===== config.mk =====
export PLATFORM = sky130hd
export DESIGN_NAME = work_partition_rank_calc
export DESIGN_NICKNAME = d
export VERILOG_FILES = /design/src/rtl/wprc_pkg.sv /design/src/rtl/work_partition_rank_calc.sv /design/src/rtl/wprc_div_stage.sv /design/src/rtl/wprc_cfg_calc.sv
export VERILOG_INCLUDE_DIRS = /design/src /design/src/rtl
export SDC_FILE = /design/constraint.sdc
export NUM_CORES = 2
export LEC_CHECK = 0
export BUFFER_PORTS_ARGS = -buffer_cell sky130_fd_sc_hd__buf_2
export CAP_MARGIN = 20
export CORE_MARGIN = 8
export CORE_UTILIZATION = 42
export CTS_CLUSTER_SIZE = 24
export DETAILED_ROUTE_END_ITERATION = 12
export SETUP_SLACK_MARGIN = 0.05
export SYNTH_ARGS = -nofsm -noshare
export SYNTH_HDL_FRONTEND = slang
export SYNTH_SLANG_ARGS = --single-unit

===== constraint.sdc =====
create_clock -name clk -period 148.6 [get_ports clk]
set_input_delay 7.43 -clock clk [delete_from_list [all_inputs] [get_ports clk]]
set_output_delay 7.43 -clock clk [all_outputs]
set_load 0.005 [all_outputs]

===== src/rtl/work_partition_rank_calc_macros.svh =====
// Assertion macros shared by the work partition RTL.
// Expects clk and rst_n in scope at the point of use.
`ifndef WORK_PARTITION_RANK_CALC_MACROS_SVH
`define WORK_PARTITION_RANK_CALC_MACROS_SVH

// same-cycle implication
`define WPRC_ASSERT_NOW(lbl, ante, cons) \
    lbl: assert property (@(posedge clk) disable iff (!rst_n) (ante) |-> (cons)) \
        else $error("wprc assertion failed");

// next-cycle implication
`define WPRC_ASSERT_NEXT(lbl, ante, cons) \
    lbl: assert property (@(posedge clk) disable iff (!rst_n) (ante) |=> (cons)) \
        else $error("wprc assertion failed");

`endif


===== src/rtl/wprc_pkg.sv =====
// Shared types and constants for the work partition rank calculator.
// No dependencies.
`timescale 1ns / 1ps

package wprc_pkg;

    localparam int unsigned MAX_WORKERS = 1024;
    localparam int unsigned DIV_STAGES  = 16;

    // configuration register indexes
    localparam logic [1:0] REG_ITEM_COUNT  = 2'd0;
    localparam logic [1:0] REG_THREADS     = 2'd1;
    localparam logic [1:0] REG_ROOT_IDLE   = 2'd2;
    localparam logic [1:0] REG_WORKER_CNT  = 2'd3;

    typedef enum logic [2:0] {
        CS_START,
        CS_DIV_GS,
        CS_DIV_GC,
        CS_DIV_SPP,
        CS_MUL,
        CS_FIN,
        CS_IDLE
    } cfg_state_t;

    // values that follow from the configuration alone
    typedef struct packed {
        logic        busy;
        logic [10:0] gs;
        logic [9:0]  gc;
        logic        root_act;
        logic [15:0] spp;
        logic [15:0] root_sh;
        logic [15:0] base;      // item count minus root share
    } cfg_derived_t;

    // per-transaction data that rides beside the dividers
    typedef struct packed {
        logic        rank_pos;
        logic        owner0;
        logic [25:0] prod_first;
        logic [20:0] first_child;
    } side_t;

endpackage


===== src/rtl/work_partition_rank_calc.sv =====
// Pipeline from input transaction to result: entry stage, 16 divide stages, output stage.
// Throughput: one transaction per cycle while in_ready; all stages stall on out_ready.
// After a config write or reset the derive sequencer steps through start, three serial
// 17-step divisions, multiply and finish; in_ready and cfg_ready stay low meanwhile.
// Reset (rst_n, async low) clears valid bits and loads default register values.
// Top level of the work partition calculator; depends on wprc_pkg and its submodules.
`timescale 1ns / 1ps
`include "work_partition_rank_calc_macros.svh"

module work_partition_rank_calc (
    input  logic        clk,
    input  logic        rst_n,
    input  logic        cfg_valid,
    output logic        cfg_ready,
    input  logic [1:0]  cfg_index,
    input  logic [15:0] cfg_data,
    input  logic        in_valid,
    output logic        in_ready,
    input  logic [9:0]  worker_rank,
    input  logic [10:0] query_group,
    input  logic [15:0] item_id,
    output logic        out_valid,
    input  logic        out_ready,
    output logic [10:0] group_size,
    output logic [9:0]  group_count,
    output logic [10:0] group_number,
    output logic        root_active,
    output logic [9:0]  active_rank,
    output logic [15:0] items_per_worker,
    output logic [15:0] root_share,
    output logic [15:0] first_item,
    output logic [15:0] own_item_count,
    output logic [20:0] owner_rank
);

    localparam int unsigned NS = wprc_pkg::DIV_STAGES;

    wprc_pkg::cfg_derived_t drv;

    logic en;
    logic [NS:0]  vld_reg;
    logic [15:0]  rem1 [NS+1];
    logic [15:0]  dq1  [NS+1];
    logic [15:0]  rem2 [NS+1];
    logic [15:0]  dq2  [NS+1];
    wprc_pkg::side_t sb_reg [NS+1];

    // entry stage
    logic [10:0] qg;
    logic        use_root;
    logic        below_root;
    logic [15:0] n_calc;
    logic [9:0]  rank_m1;
    logic [21:0] fc_prod;
    wprc_pkg::side_t sb_next;

    // final stage
    logic [10:0] grp;
    logic [10:0] r1_inc;
    logic [9:0]  act;
    logic [10:0] p;
    logic [15:0] diff_own;
    logic [15:0] own;
    logic [15:0] first;
    logic [20:0] owner;
    logic        out_valid_reg;
    logic [10:0] grp_reg;
    logic [9:0]  act_reg;
    logic [15:0] first_reg;
    logic [15:0] own_reg;
    logic [20:0] owner_reg;

    wprc_cfg_calc u_cfg (
        .clk       (clk),
        .rst_n     (rst_n),
        .cfg_valid (cfg_valid),
        .cfg_ready (cfg_ready),
        .cfg_index (cfg_index),
        .cfg_data  (cfg_data),
        .drv       (drv)
    );

    assign en       = !out_valid_reg || out_ready;
    assign in_ready = en && !drv.busy;

    always_comb
    begin
        qg         = (query_group == 11'd0) ? 11'd1 : query_group;
        use_root   = (qg == 11'(drv.gc)) && drv.root_act;
        below_root = item_id < drv.root_sh;
        n_calc     = use_root ? item_id - drv.root_sh : item_id;
        rank_m1    = worker_rank - 10'd1;
        fc_prod    = 22'(qg - 11'd1) * 22'(drv.gs) + 22'd1;

        sb_next.rank_pos    = (worker_rank != 10'd0);
        sb_next.owner0      = use_root && below_root;
        sb_next.prod_first  = 26'(drv.spp) * 26'(rank_m1);
        sb_next.first_child = fc_prod[20:0];
    end

    always_ff @(posedge clk or negedge rst_n)
    begin
        if (!rst_n)
        begin
            vld_reg       <= '0;
            out_valid_reg <= 1'b0;
        end
        else if (en)
        begin
            vld_reg       <= {vld_reg[NS-1:0], in_valid && !drv.busy};
            out_valid_reg <= vld_reg[NS];
        end
    end

    always_ff @(posedge clk)
    begin
        if (en)
        begin
            rem1[0]   <= '0;
            dq1[0]    <= 16'(rank_m1);
            rem2[0]   <= '0;
            dq2[0]    <= n_calc;
            sb_reg[0] <= sb_next;
            for (int i = 1; i <= NS; i++)
                sb_reg[i] <= sb_reg[i-1];
        end
    end

    for (genvar k = 0; k < NS; k++)
    begin : g_div
        wprc_div_stage u_grp (
            .clk     (clk),
            .en      (en),
            .divisor (16'(drv.gs)),
            .rem_in  (rem1[k]),
            .dq_in   (dq1[k]),
            .rem_out (rem1[k+1]),
            .dq_out  (dq1[k+1])
        );
        wprc_div_stage u_own (
            .clk     (clk),
            .en      (en),
            .divisor (drv.spp),
            .rem_in  (rem2[k]),
            .dq_in   (dq2[k]),
            .rem_out (rem2[k+1]),
            .dq_out  (dq2[k+1])
        );
    end

    always_comb
    begin
        grp    = sb_reg[NS].rank_pos ? dq1[NS][10:0] + 11'd1 : 11'(drv.gc);
        r1_inc = rem1[NS][10:0] + 11'd1;
        if (!sb_reg[NS].rank_pos)
            act = '0;
        else if (grp < 11'(drv.gc) || !drv.root_act)
            act = rem1[NS][9:0];
        else
            act = (r1_inc == drv.gs) ? 10'd0 : r1_inc[9:0];

        // last worker of the group takes what is left
        if (drv.spp == 16'd0 || dq2[NS] >= 16'(drv.gs))
            p = drv.gs - 11'd1;
        else
            p = dq2[NS][10:0];
        owner = sb_reg[NS].owner0 ? 21'd0 : sb_reg[NS].first_child + 21'(p);

        diff_own = drv.base - sb_reg[NS].prod_first[15:0];
        if (sb_reg[NS].rank_pos)
        begin
            if (sb_reg[NS].prod_first >= 26'(drv.base))
            begin
                own   = '0;
                first = '0;
            end
            else
            begin
                own   = (diff_own > drv.spp) ? drv.spp : diff_own;
                first = drv.root_sh + sb_reg[NS].prod_first[15:0];
            end
        end
        else
        begin
            own   = (drv.root_sh > drv.spp) ? drv.spp : drv.root_sh;
            first = '0;
        end
    end

    always_ff @(posedge clk)
    begin
        if (en)
        begin
            grp_reg   <= grp;
            act_reg   <= act;
            first_reg <= first;
            own_reg   <= own;
            owner_reg <= owner;
        end
    end

    assign out_valid        = out_valid_reg;
    assign group_size       = drv.gs;
    assign group_count      = drv.gc;
    assign group_number     = grp_reg;
    assign root_active      = drv.root_act;
    assign active_rank      = act_reg;
    assign items_per_worker = drv.spp;
    assign root_share       = drv.root_sh;
    assign first_item       = first_reg;
    assign own_item_count   = own_reg;
    assign owner_rank       = owner_reg;

    `WPRC_ASSERT_NOW(a_busy_blocks_in, drv.busy, !in_ready)
    `WPRC_ASSERT_NEXT(a_accept_enters, in_valid && in_ready, vld_reg[0])
    `WPRC_ASSERT_NEXT(a_stall_freezes, !en, $stable(vld_reg))
    `WPRC_ASSERT_NOW(a_no_busy_in_flight, drv.busy, vld_reg == '0 && !out_valid_reg)

endmodule


===== src/rtl/wprc_div_stage.sv =====
// One restoring division step, registered: one quotient bit per stage.
// No package dependency.
`timescale 1ns / 1ps

module wprc_div_stage (
    input  logic        clk,
    input  logic        en,
    input  logic [15:0] divisor,
    input  logic [15:0] rem_in,
    input  logic [15:0] dq_in,
    output logic [15:0] rem_out,
    output logic [15:0] dq_out
);

    logic [16:0] shifted;
    logic        ge;
    logic [16:0] diff;
    logic [15:0] rem_next;
    logic [15:0] dq_next;
    logic [15:0] rem_reg;
    logic [15:0] dq_reg;

    always_comb
    begin
        shifted  = {rem_in, dq_in[15]};
        ge       = shifted >= {1'b0, divisor};
        diff     = shifted - {1'b0, divisor};
        rem_next = ge ? diff[15:0] : shifted[15:0];
        dq_next  = {dq_in[14:0], ge};
    end

    always_ff @(posedge clk)
    begin
        if (en)
        begin
            rem_reg <= rem_next;
            dq_reg  <= dq_next;
        end
    end

    assign rem_out = rem_reg;
    assign dq_out  = dq_reg;

endmodule


===== src/rtl/wprc_cfg_calc.sv =====
// Configuration registers and the sequencer that derives group layout from them.
// Depends on wprc_pkg; uses one shared bit-serial divider.
`timescale 1ns / 1ps

module wprc_cfg_calc (
    input  logic                  clk,
    input  logic                  rst_n,
    input  logic                  cfg_valid,
    output logic                  cfg_ready,
    input  logic [1:0]            cfg_index,
    input  logic [15:0]           cfg_data,
    output wprc_pkg::cfg_derived_t drv
);

    localparam logic [4:0] DIV_LAST = 5'd16;

    wprc_pkg::cfg_state_t state_reg, state_next;

    logic [15:0] item_count_reg;
    logic [8:0]  threads_reg;
    logic        root_idle_reg;
    logic [10:0] worker_count_reg;

    logic [10:0] rem_reg, rem_next;
    logic [16:0] dq_reg, dq_next;
    logic [10:0] dvs_reg, dvs_next;
    logic [4:0]  cnt_reg, cnt_next;

    logic [10:0] gs_reg, gs_next;
    logic [9:0]  gc_reg, gc_next;
    logic [15:0] spp_reg, spp_next;
    logic [20:0] prod_gc_reg, prod_gc_next;
    logic [25:0] prod_sh_reg, prod_sh_next;
    logic        root_act_reg, root_act_next;
    logic [15:0] root_sh_reg, root_sh_next;
    logic [15:0] base_reg, base_next;

    logic [8:0]  thr;
    logic [10:0] wc;
    logic [10:0] usable;
    logic [11:0] shifted;
    logic        ge;
    logic [11:0] sub;
    logic [16:0] q;
    logic        last;

    assign cfg_ready = (state_reg == wprc_pkg::CS_IDLE);

    always_comb
    begin
        thr = (threads_reg == 9'd0) ? 9'd1 : threads_reg;
        if (worker_count_reg == 11'd0)
            wc = 11'd1;
        else if (worker_count_reg > 11'(wprc_pkg::MAX_WORKERS))
            wc = 11'(wprc_pkg::MAX_WORKERS);
        else
            wc = worker_count_reg;
        usable = (root_idle_reg && wc > 11'd1) ? wc - 11'd1 : wc;

        shifted = {rem_reg, dq_reg[16]};
        ge      = shifted >= {1'b0, dvs_reg};
        sub     = shifted - {1'b0, dvs_reg};
        q       = {dq_reg[15:0], ge};
        last    = (cnt_reg == DIV_LAST);
    end

    always_comb
    begin
        state_next    = state_reg;
        rem_next      = ge ? sub[10:0] : shifted[10:0];
        dq_next       = q;
        dvs_next      = dvs_reg;
        cnt_next      = cnt_reg + 5'd1;
        gs_next       = gs_reg;
        gc_next       = gc_reg;
        spp_next      = spp_reg;
        prod_gc_next  = 21'(gs_reg) * 21'(gc_reg);
        prod_sh_next  = 26'(spp_reg) * 26'(wc - 11'd1);
        root_act_next = root_act_reg;
        root_sh_next  = root_sh_reg;
        base_next     = base_reg;
        unique case (state_reg)
            wprc_pkg::CS_START:
            begin
                rem_next   = '0;
                dq_next    = {1'b0, item_count_reg} + 17'(thr) - 17'd1;
                dvs_next   = 11'(thr);
                cnt_next   = '0;
                state_next = wprc_pkg::CS_DIV_GS;
            end
            wprc_pkg::CS_DIV_GS:
            begin
                if (last)
                begin
                    if (q == 17'd0)
                        gs_next = 11'd1;
                    else if (q > 17'(usable))
                        gs_next = usable;
                    else
                        gs_next = q[10:0];
                    rem_next   = '0;
                    dq_next    = 17'(wc - 11'd1);
                    dvs_next   = gs_next;
                    cnt_next   = '0;
                    state_next = wprc_pkg::CS_DIV_GC;
                end
            end
            wprc_pkg::CS_DIV_GC:
            begin
                if (last)
                begin
                    gc_next    = (q == 17'd0) ? 10'd1 : q[9:0];
                    rem_next   = '0;
                    dq_next    = {1'b0, item_count_reg} + 17'(gs_reg) - 17'd1;
                    dvs_next   = gs_reg;
                    cnt_next   = '0;
                    state_next = wprc_pkg::CS_DIV_SPP;
                end
            end
            wprc_pkg::CS_DIV_SPP:
            begin
                if (last)
                begin
                    if (q < 17'(thr))
                        spp_next = 16'(thr);
                    else
                        spp_next = q[15:0];
                    if (q > 17'(item_count_reg) || 17'(spp_next) > 17'(item_count_reg))
                        spp_next = item_count_reg;
                    state_next = wprc_pkg::CS_MUL;
                end
            end
            wprc_pkg::CS_MUL:
            begin
                state_next = wprc_pkg::CS_FIN;
            end
            wprc_pkg::CS_FIN:
            begin
                root_act_next = (wc == 11'd1) ||
                    (!root_idle_reg && gs_reg > 11'd1 && 21'(wc) <= prod_gc_reg);
                if (root_idle_reg || 26'(item_count_reg) <= prod_sh_reg)
                    root_sh_next = '0;
                else
                    root_sh_next = item_count_reg - prod_sh_reg[15:0];
                base_next  = item_count_reg - root_sh_next;
                state_next = wprc_pkg::CS_IDLE;
            end
            wprc_pkg::CS_IDLE:
            begin
                if (cfg_valid)
                    state_next = wprc_pkg::CS_START;
            end
            default:
            begin
                state_next = wprc_pkg::CS_START;
            end
        endcase
    end

    always_ff @(posedge clk or negedge rst_n)
    begin
        if (!rst_n)
        begin
            state_reg        <= wprc_pkg::CS_START;
            item_count_reg   <= 16'd1;
            threads_reg      <= 9'd1;
            root_idle_reg    <= 1'b0;
            worker_count_reg <= 11'd1;
        end
        else
        begin
            state_reg <= state_next;
            if (cfg_valid && cfg_ready)
            begin
                unique case (cfg_index)
                    wprc_pkg::REG_ITEM_COUNT: item_count_reg   <= cfg_data;
                    wprc_pkg::REG_THREADS:    threads_reg      <= cfg_data[8:0];
                    wprc_pkg::REG_ROOT_IDLE:  root_idle_reg    <= cfg_data[0];
                    wprc_pkg::REG_WORKER_CNT: worker_count_reg <= cfg_data[10:0];
                    default: ;
                endcase
            end
        end
    end

    always_ff @(posedge clk)
    begin
        rem_reg      <= rem_next;
        dq_reg       <= dq_next;
        dvs_reg      <= dvs_next;
        cnt_reg      <= cnt_next;
        gs_reg       <= gs_next;
        gc_reg       <= gc_next;
        spp_reg      <= spp_next;
        prod_gc_reg  <= prod_gc_next;
        prod_sh_reg  <= prod_sh_next;
        root_act_reg <= root_act_next;
        root_sh_reg  <= root_sh_next;
        base_reg     <= base_next;
    end

    always_comb
    begin
        drv.busy     = (state_reg != wprc_pkg::CS_IDLE);
        drv.gs       = gs_reg;
        drv.gc       = gc_reg;
        drv.root_act = root_act_reg;
        drv.spp      = spp_reg;
        drv.root_sh  = root_sh_reg;
        drv.base     = base_reg;
    end

endmodule


# After elaboration in Yosys (flattened, before gate mapping)
# Memory sizes are Yosys's and may differ from the RTL's.
# Cells that the tools add are included.
[word_totals]
reg_bits = 1298
mem_bits_rw = 833
input_bits = 60
out_inout_bits = 131
wordCells = 327
n_memories = 1
[memory_table]
columns = ["name", "depth", "word_bits", "rd", "rd_clocked_by_memory_dff", "write_ports", "line", "source"]
rows = [
  ["sb_reg", 17, 49, 17, 0, 17, "work_partition_rank_calc.sv:46", "wprc_pkg::side_t sb_reg [NS+1];"],
]
[op_classes]
n_addsub = 52
mul = 4
n_lt_le_gt_ge = 48
eq_ne = 18
n_mux = 70
bitwise_logic = 1
reduce_logical = 38
[op_table]
columns = ["op", "count"]
rows = [
  ["$mux W16", 39],
  ["$sub A16 B16 Y16", 18],
  ["$ge A17 B11 Y1", 15],
  ["$ge A17 B16 Y1", 15],
  ["$sub A16 B11 Y16", 14],
  ["$mux W11", 13],
  ["$pmux W17 S3", 1],
  ["$gt A16 B16 Y1", 3],
  ["$sub A11 B1 Y12 const B", 3],
  ["$mux W17", 2],
  ["$sub A17 B1 Y17 const B", 2],
  ["$pmux W11 S3", 1],
  ["$ge A26 B16 Y1", 1],
  ["$le A16 B26 Y1", 1],
  ["$mul A16 B10 Y26", 1],
  ["$mul A16 B26 Y26", 1],
  ["$add A11 B1 Y11 const B", 2],
  ["$gt A11 B1 Y1 const B", 2],
  ["$logic_not A11 Y1", 2],
  ["$pmux W11 S2", 1],
  ["$sub A11 B1 Y11 const B", 2],
  ["$sub A11 B11 Y11", 2],
  ["$add A21 B1 Y21 const B", 1],
  ["$add A21 B11 Y21", 1],
  ["other kinds (54)", 88],
]

# Logic depth before layout (Yosys ltp)
[logic_depth]
depth_word = 11
mapped_depth = 33
mapped_depth_nobuf = 32

# Hierarchy
# From an unflattened synthesis, not the netlist that was laid out.
[unflattened]
cells_unflattened = 11586
area_unflattened_um2 = 135338.6
[modules_own_cells]
columns = ["mod", "n_inst", "cells_per_inst", "area_per_inst_um2", "seq_area_each_um2"]
rows = [
  ["work_partition_rank_calc", 1, 3141, 45220.9, 28467.3],
  ["wprc_div_stage (g_div[0].u_grp ...)", 18, 187, 2105.8, 960.9],
  ["wprc_div_stage (g_div[3].u_own ...)", 13, 190, 2160.8, 960.9],
  ["wprc_cfg_calc", 1, 2428, 21994.8, 5038.6],
  ["wprc_div_stage (g_div[3].u_grp)", 1, 181, 2128.3, 960.9],
]

# Worst setup path after synthesis
# Ideal clock, no wire load.
[synth_timing]
path_kind = "input-to-output"
startpoint = "input out_ready"
endpoint = "output in_ready"
t_arrival_ps = 61255
required_ps = 141170
setup_slack_ps = 79915
path_stages = 3
n_path_buf = 1
path_cell_list = "nand2b_1 clkbuf_1 and2_1"
[synth_via]
elab_chain_cells = 2
[synth_lines]
columns = ["element", "line", "source"]
rows = [
  ["start: declaration", "work_partition_rank_calc.sv:23", "input logic out_ready,"],
  ["$logic_or A1 B1 Y1", "work_partition_rank_calc.sv:83", "assign en = !out_valid_reg || out_ready;"],
  ["via en", "work_partition_rank_calc.sv:40", "logic en;"],
  ["$logic_and A1 B1 Y1", "work_partition_rank_calc.sv:84", "assign in_ready = en && !drv.busy;"],
  ["end: declaration", "work_partition_rank_calc.sv:18", "output logic in_ready,"],
]
# The timed path passes the listed nets, and every way through them passes these cells.

# Worst setup path in the final report
[layout_timing]
startpoint = "input out_ready"
endpoint = "output in_ready"
[layout_via]
elab_chain_cells = 2
[layout_lines]
columns = ["element", "line"]
rows = [
  ["$logic_or A1 B1 Y1", "work_partition_rank_calc.sv:83"],
  ["$logic_and A1 B1 Y1", "work_partition_rank_calc.sv:84"],
]
# No other way between the ends.

==> key figures <==
Worst setup path
  • CP endpoint kind: output pin
  • Crit-path most repeated cell: buf_2
  • Worst setup path start: out_ready
  • Instance count on the critical path: 4
  • CP Capture Point: in_ready
  • Worst-path cell chain: buf_2 -> nand2b_4 -> and2_1 -> buf_2
  • Top delay family on crit path: simple AND/OR/NAND/NOR gates
  • Worst Path Arrival: roughly 8.3 ns
  • Reg2reg end: u_cfg.prod_sh_reg[24]$_DFF_P_
  • Startpoint types: input pin
  • WS Path Type: in -> out
  • CP peak stage delay: 0.39 ns
  • Worst Path Buf+Inv: 2
  • Slowest cell on the critical path: nand2b_4
  • Critical Path Fanout Max: 41
  • Reg2reg path depth: 28
  • R2R Path Start: u_cfg.worker_count_reg[10]$_DFFE_PN0P_
  • Reg2reg setup slack: 139.52 ns
  • Crit path required time: roughly 140 ns

Global route
  • First-pass GRT wire length: roughly 450000 um
  • Vias in the first global route: between 70000 and 80000
  • Initial antenna violation count: 27
  • Largest net degree at the start of global routing: between 200 and 250
  • Gr usage total: approximately a fifth
  • Global route total overflow: 0

Run status
  • Status: finished, final reports clean

Layout
  • Max reg flops: roughly 830
  • Share of cells above drive strength 1: between 9 and 10%
  • Commonest non-fill, non-tap cells in the layout: 1928 x edfxtp_1, 990 x inv_1, 917 x ha_1
  • Final nets: 11654
  • Fillers: roughly 25000
  • Fin cells: about 14000
  • Core Util, Final: 46.8%
  • Syn-to-layout area delta: 11.1%
  • Commonest non-fill, non-tap cell in the layout: edfxtp_1

Pwr
  • Power Dens Cells: around 15 nW/um^2
  • Clk pwr share: between 20 and 30%
  • Internal power: 1390 uW
  • Static leakage: 0.0563 uW
  • Worst IR Drop VDD: 0.0204 mV
  • Sw frac: 29.8%
  • Comb pwr share: between 20 and 30%
  • Sw Pwr: around 590 uW
  • Flop pwr share: between 40% and 50%

Clocking
  • CTS tree: yes
  • Reg clk slew, reported paths: roughly 0.06 ns
  • H-tree level count: 4
  • Clock tree buffer depth: 4
  • Root buf cell: clkbuf_16
  • Hold Buf Count CTS: 0
  • Post-CTS resize count: 0
  • Worst skew pair latency: slightly below 0.9 ns
  • Number of setup buffers added after CTS: 0
  • Num Clock Sinks: approximately 2100
  • CTS Buf Count: 223

Detailed routing
  • Via Count: roughly 75000
  • DRT antenna net count: 0
  • TritonRoute pass-1 iters: 6
  • # DRC: 0
  • Routed WL per cell: around 21 um
  • 1st-iter DRT viols: 5835
  • Via/cell ratio: between 5 and 6
  • Total wire length: roughly 290000 um

Placed design
  • DP HPWL: around 210000 um
  • GPL Wtd Cong: between 0.9 and 1
  • Placement Setup Slack: roughly 130 ns
  • PortBufs: between 150 and 200
  • Placed insts: ~14000

Min path
  • Hold Crit Depth: 0
  • Hold Path Class: reg -> reg

Synthesis
  • Leading area contributor after synthesis: edfxtp_1
  • Mapped cell area: 118000 um^2
  • Post-synthesis sequential area ratio: about half
  • Synth Warn #: 0
  • Yosys top cell area share: between 40% and 50%
  • Syn_area_per_cell: roughly 12 um^2
  • Cell count after synthesis: 9817
  • Async set-or-reset flop fraction in the synthesized netlist: 2.81%
  • EDFF count, synth: 1928
  • Synth Register Bits: roughly 2100
  • Synth area leaders: edfxtp_1 49%, ha_1 9.7%, fa_1 8.8%
  • Count of different cell masters after synthesis: 100
  • Synth Flop Type: edfxtp_1

STA
  • Slew at the pin closest to its max-slew limit: ~1.1 ns
  • Slew margin rel.: 26.0%
  • Unrepaired setup endpoints after global routing: false
  • TNS Setup: 0 ns
  • Final worst slack: between 100 and 150 ns
  • Slew Limit Fails: 0
  • Fmax achieved: 0.0635 GHz
  • Final hold violations: 0
  • Final Critical Period: between 15 and 20 ns
  • Final worst path period share: about a tenth
  • Setup violations, final: 0
  • Fin Clk Skew: 0.0895 ns

Floorplan
  • Initial core utilization: 42.1%
  • Cell row count: approximately 200
  • Chip Height: around 550 um
  • IO Pins: 191
  • Core area: ~280000 um^2
  • Die ar.: 299000 um^2
  • Die Width: around 550 um

Flow run
  • Maxcap violations: 0
-- cell usage after synthesis, types with 95 or more instances --
cell      count
ha_1        917
xor2_1      217
nor3_1      211
o21a_1       95
and2_1      141
xnor2_1     350
nor2b_1     144
mux2_2      179
inv_1       991
fa_1        520
clkbuf_1    186
o21ai_0     430
nand2_1     802
nor2_1      646
nand3_1     140
a21oi_1     428
a21o_1      171
edfxtp_1   1928
-- cell type report --
type | instances | area [um^2] | area share [%]
inverters | 1004 | 3770 | 2.87
well taps | 3743 | 4680 | 3.56
clock inverters | 146 | 1550 | 1.18
diodes | 18 | 45.0 | 0.0343
flip-flops and latches | 2066 | 61000 | 46.4
clock buffers | 257 | 5770 | 4.39
repair buffers | 337 | 2150 | 1.64
multi-input cells | 6525 | 52500 | 40.0
-- kinds of logic after synthesis --
kind of cell / share of synthesized area, %
buffers and inverters: 4.31
DFF: 51.5
other: 0.00635
xor gates and xnor gates: 4.21
adders and majority gates: 18.5
muxes: 2.27
AOI/OAI and AO/OA: 8.82
and+or+nand+nor: 10.3
-- routing by layer --
layer / routed length, um / GRT usage [%]
met5: 0 / 0
met4: 12500 / 7.75
met3: 17900 / 3.06
met2: 137000 / 31.8
met1: 123000 / 24.8
-- power by group through the flow --
| stage | registers [uW] | logic [uW] | clock network (uW) |
|---|---|---|---|
| after global routing | 884 | 631 | 594 |
| after CTS | 872 | 559 | 571 |
| after global placement | 878 | 540 | 0 |
| after detailed placement | 882 | 555 | 0 |
| after floorplan | 858 | 438 | 0 |
| final | 871 | 559 | 555 |
-- how the worst min path moves through the flow --
stage	slack (ns)	end	startpoint
6_report	0.34	g_div[15].u_grp.dq_out[6]$_DFFE_PP_	g_div[14].u_grp.dq_out[5]$_DFFE_PP_
5_1_grt	0.35	g_div[12].u_grp.dq_out[14]$_DFFE_PP_	g_div[11].u_grp.dq_out[13]$_DFFE_PP_
4_1_cts	0.34	g_div[12].u_grp.dq_out[14]$_DFFE_PP_	g_div[11].u_grp.dq_out[13]$_DFFE_PP_
3_5_place_dp	0.40	g_div[0].u_own.dq_out[1]$_DFFE_PP_	dq2[256]$_DFFE_PP_
3_3_place_gp	0.40	sb_reg[0][211]$_DFFE_PP_	sb_reg[0][162]$_DFFE_PP_
2_1_floorplan	0.40	g_div[0].u_grp.dq_out[10]$_DFFE_PP_	dq1[265]$_DFFE_PP_
-- through the flow --
step / area (um^2) / hold WS, ns / power (uW)
detailed placement: 124000 / 0.405 / 1440
global route: 131000 / 0.352 / 2110
global placement: 124000 / 0.400 / 1420
floorplan: 118000 / 0.400 / 1300
finish: 131000 / 0.341 / 1980
CTS: 131000 / 0.337 / 2000
(Power assumes the default switching activity.)
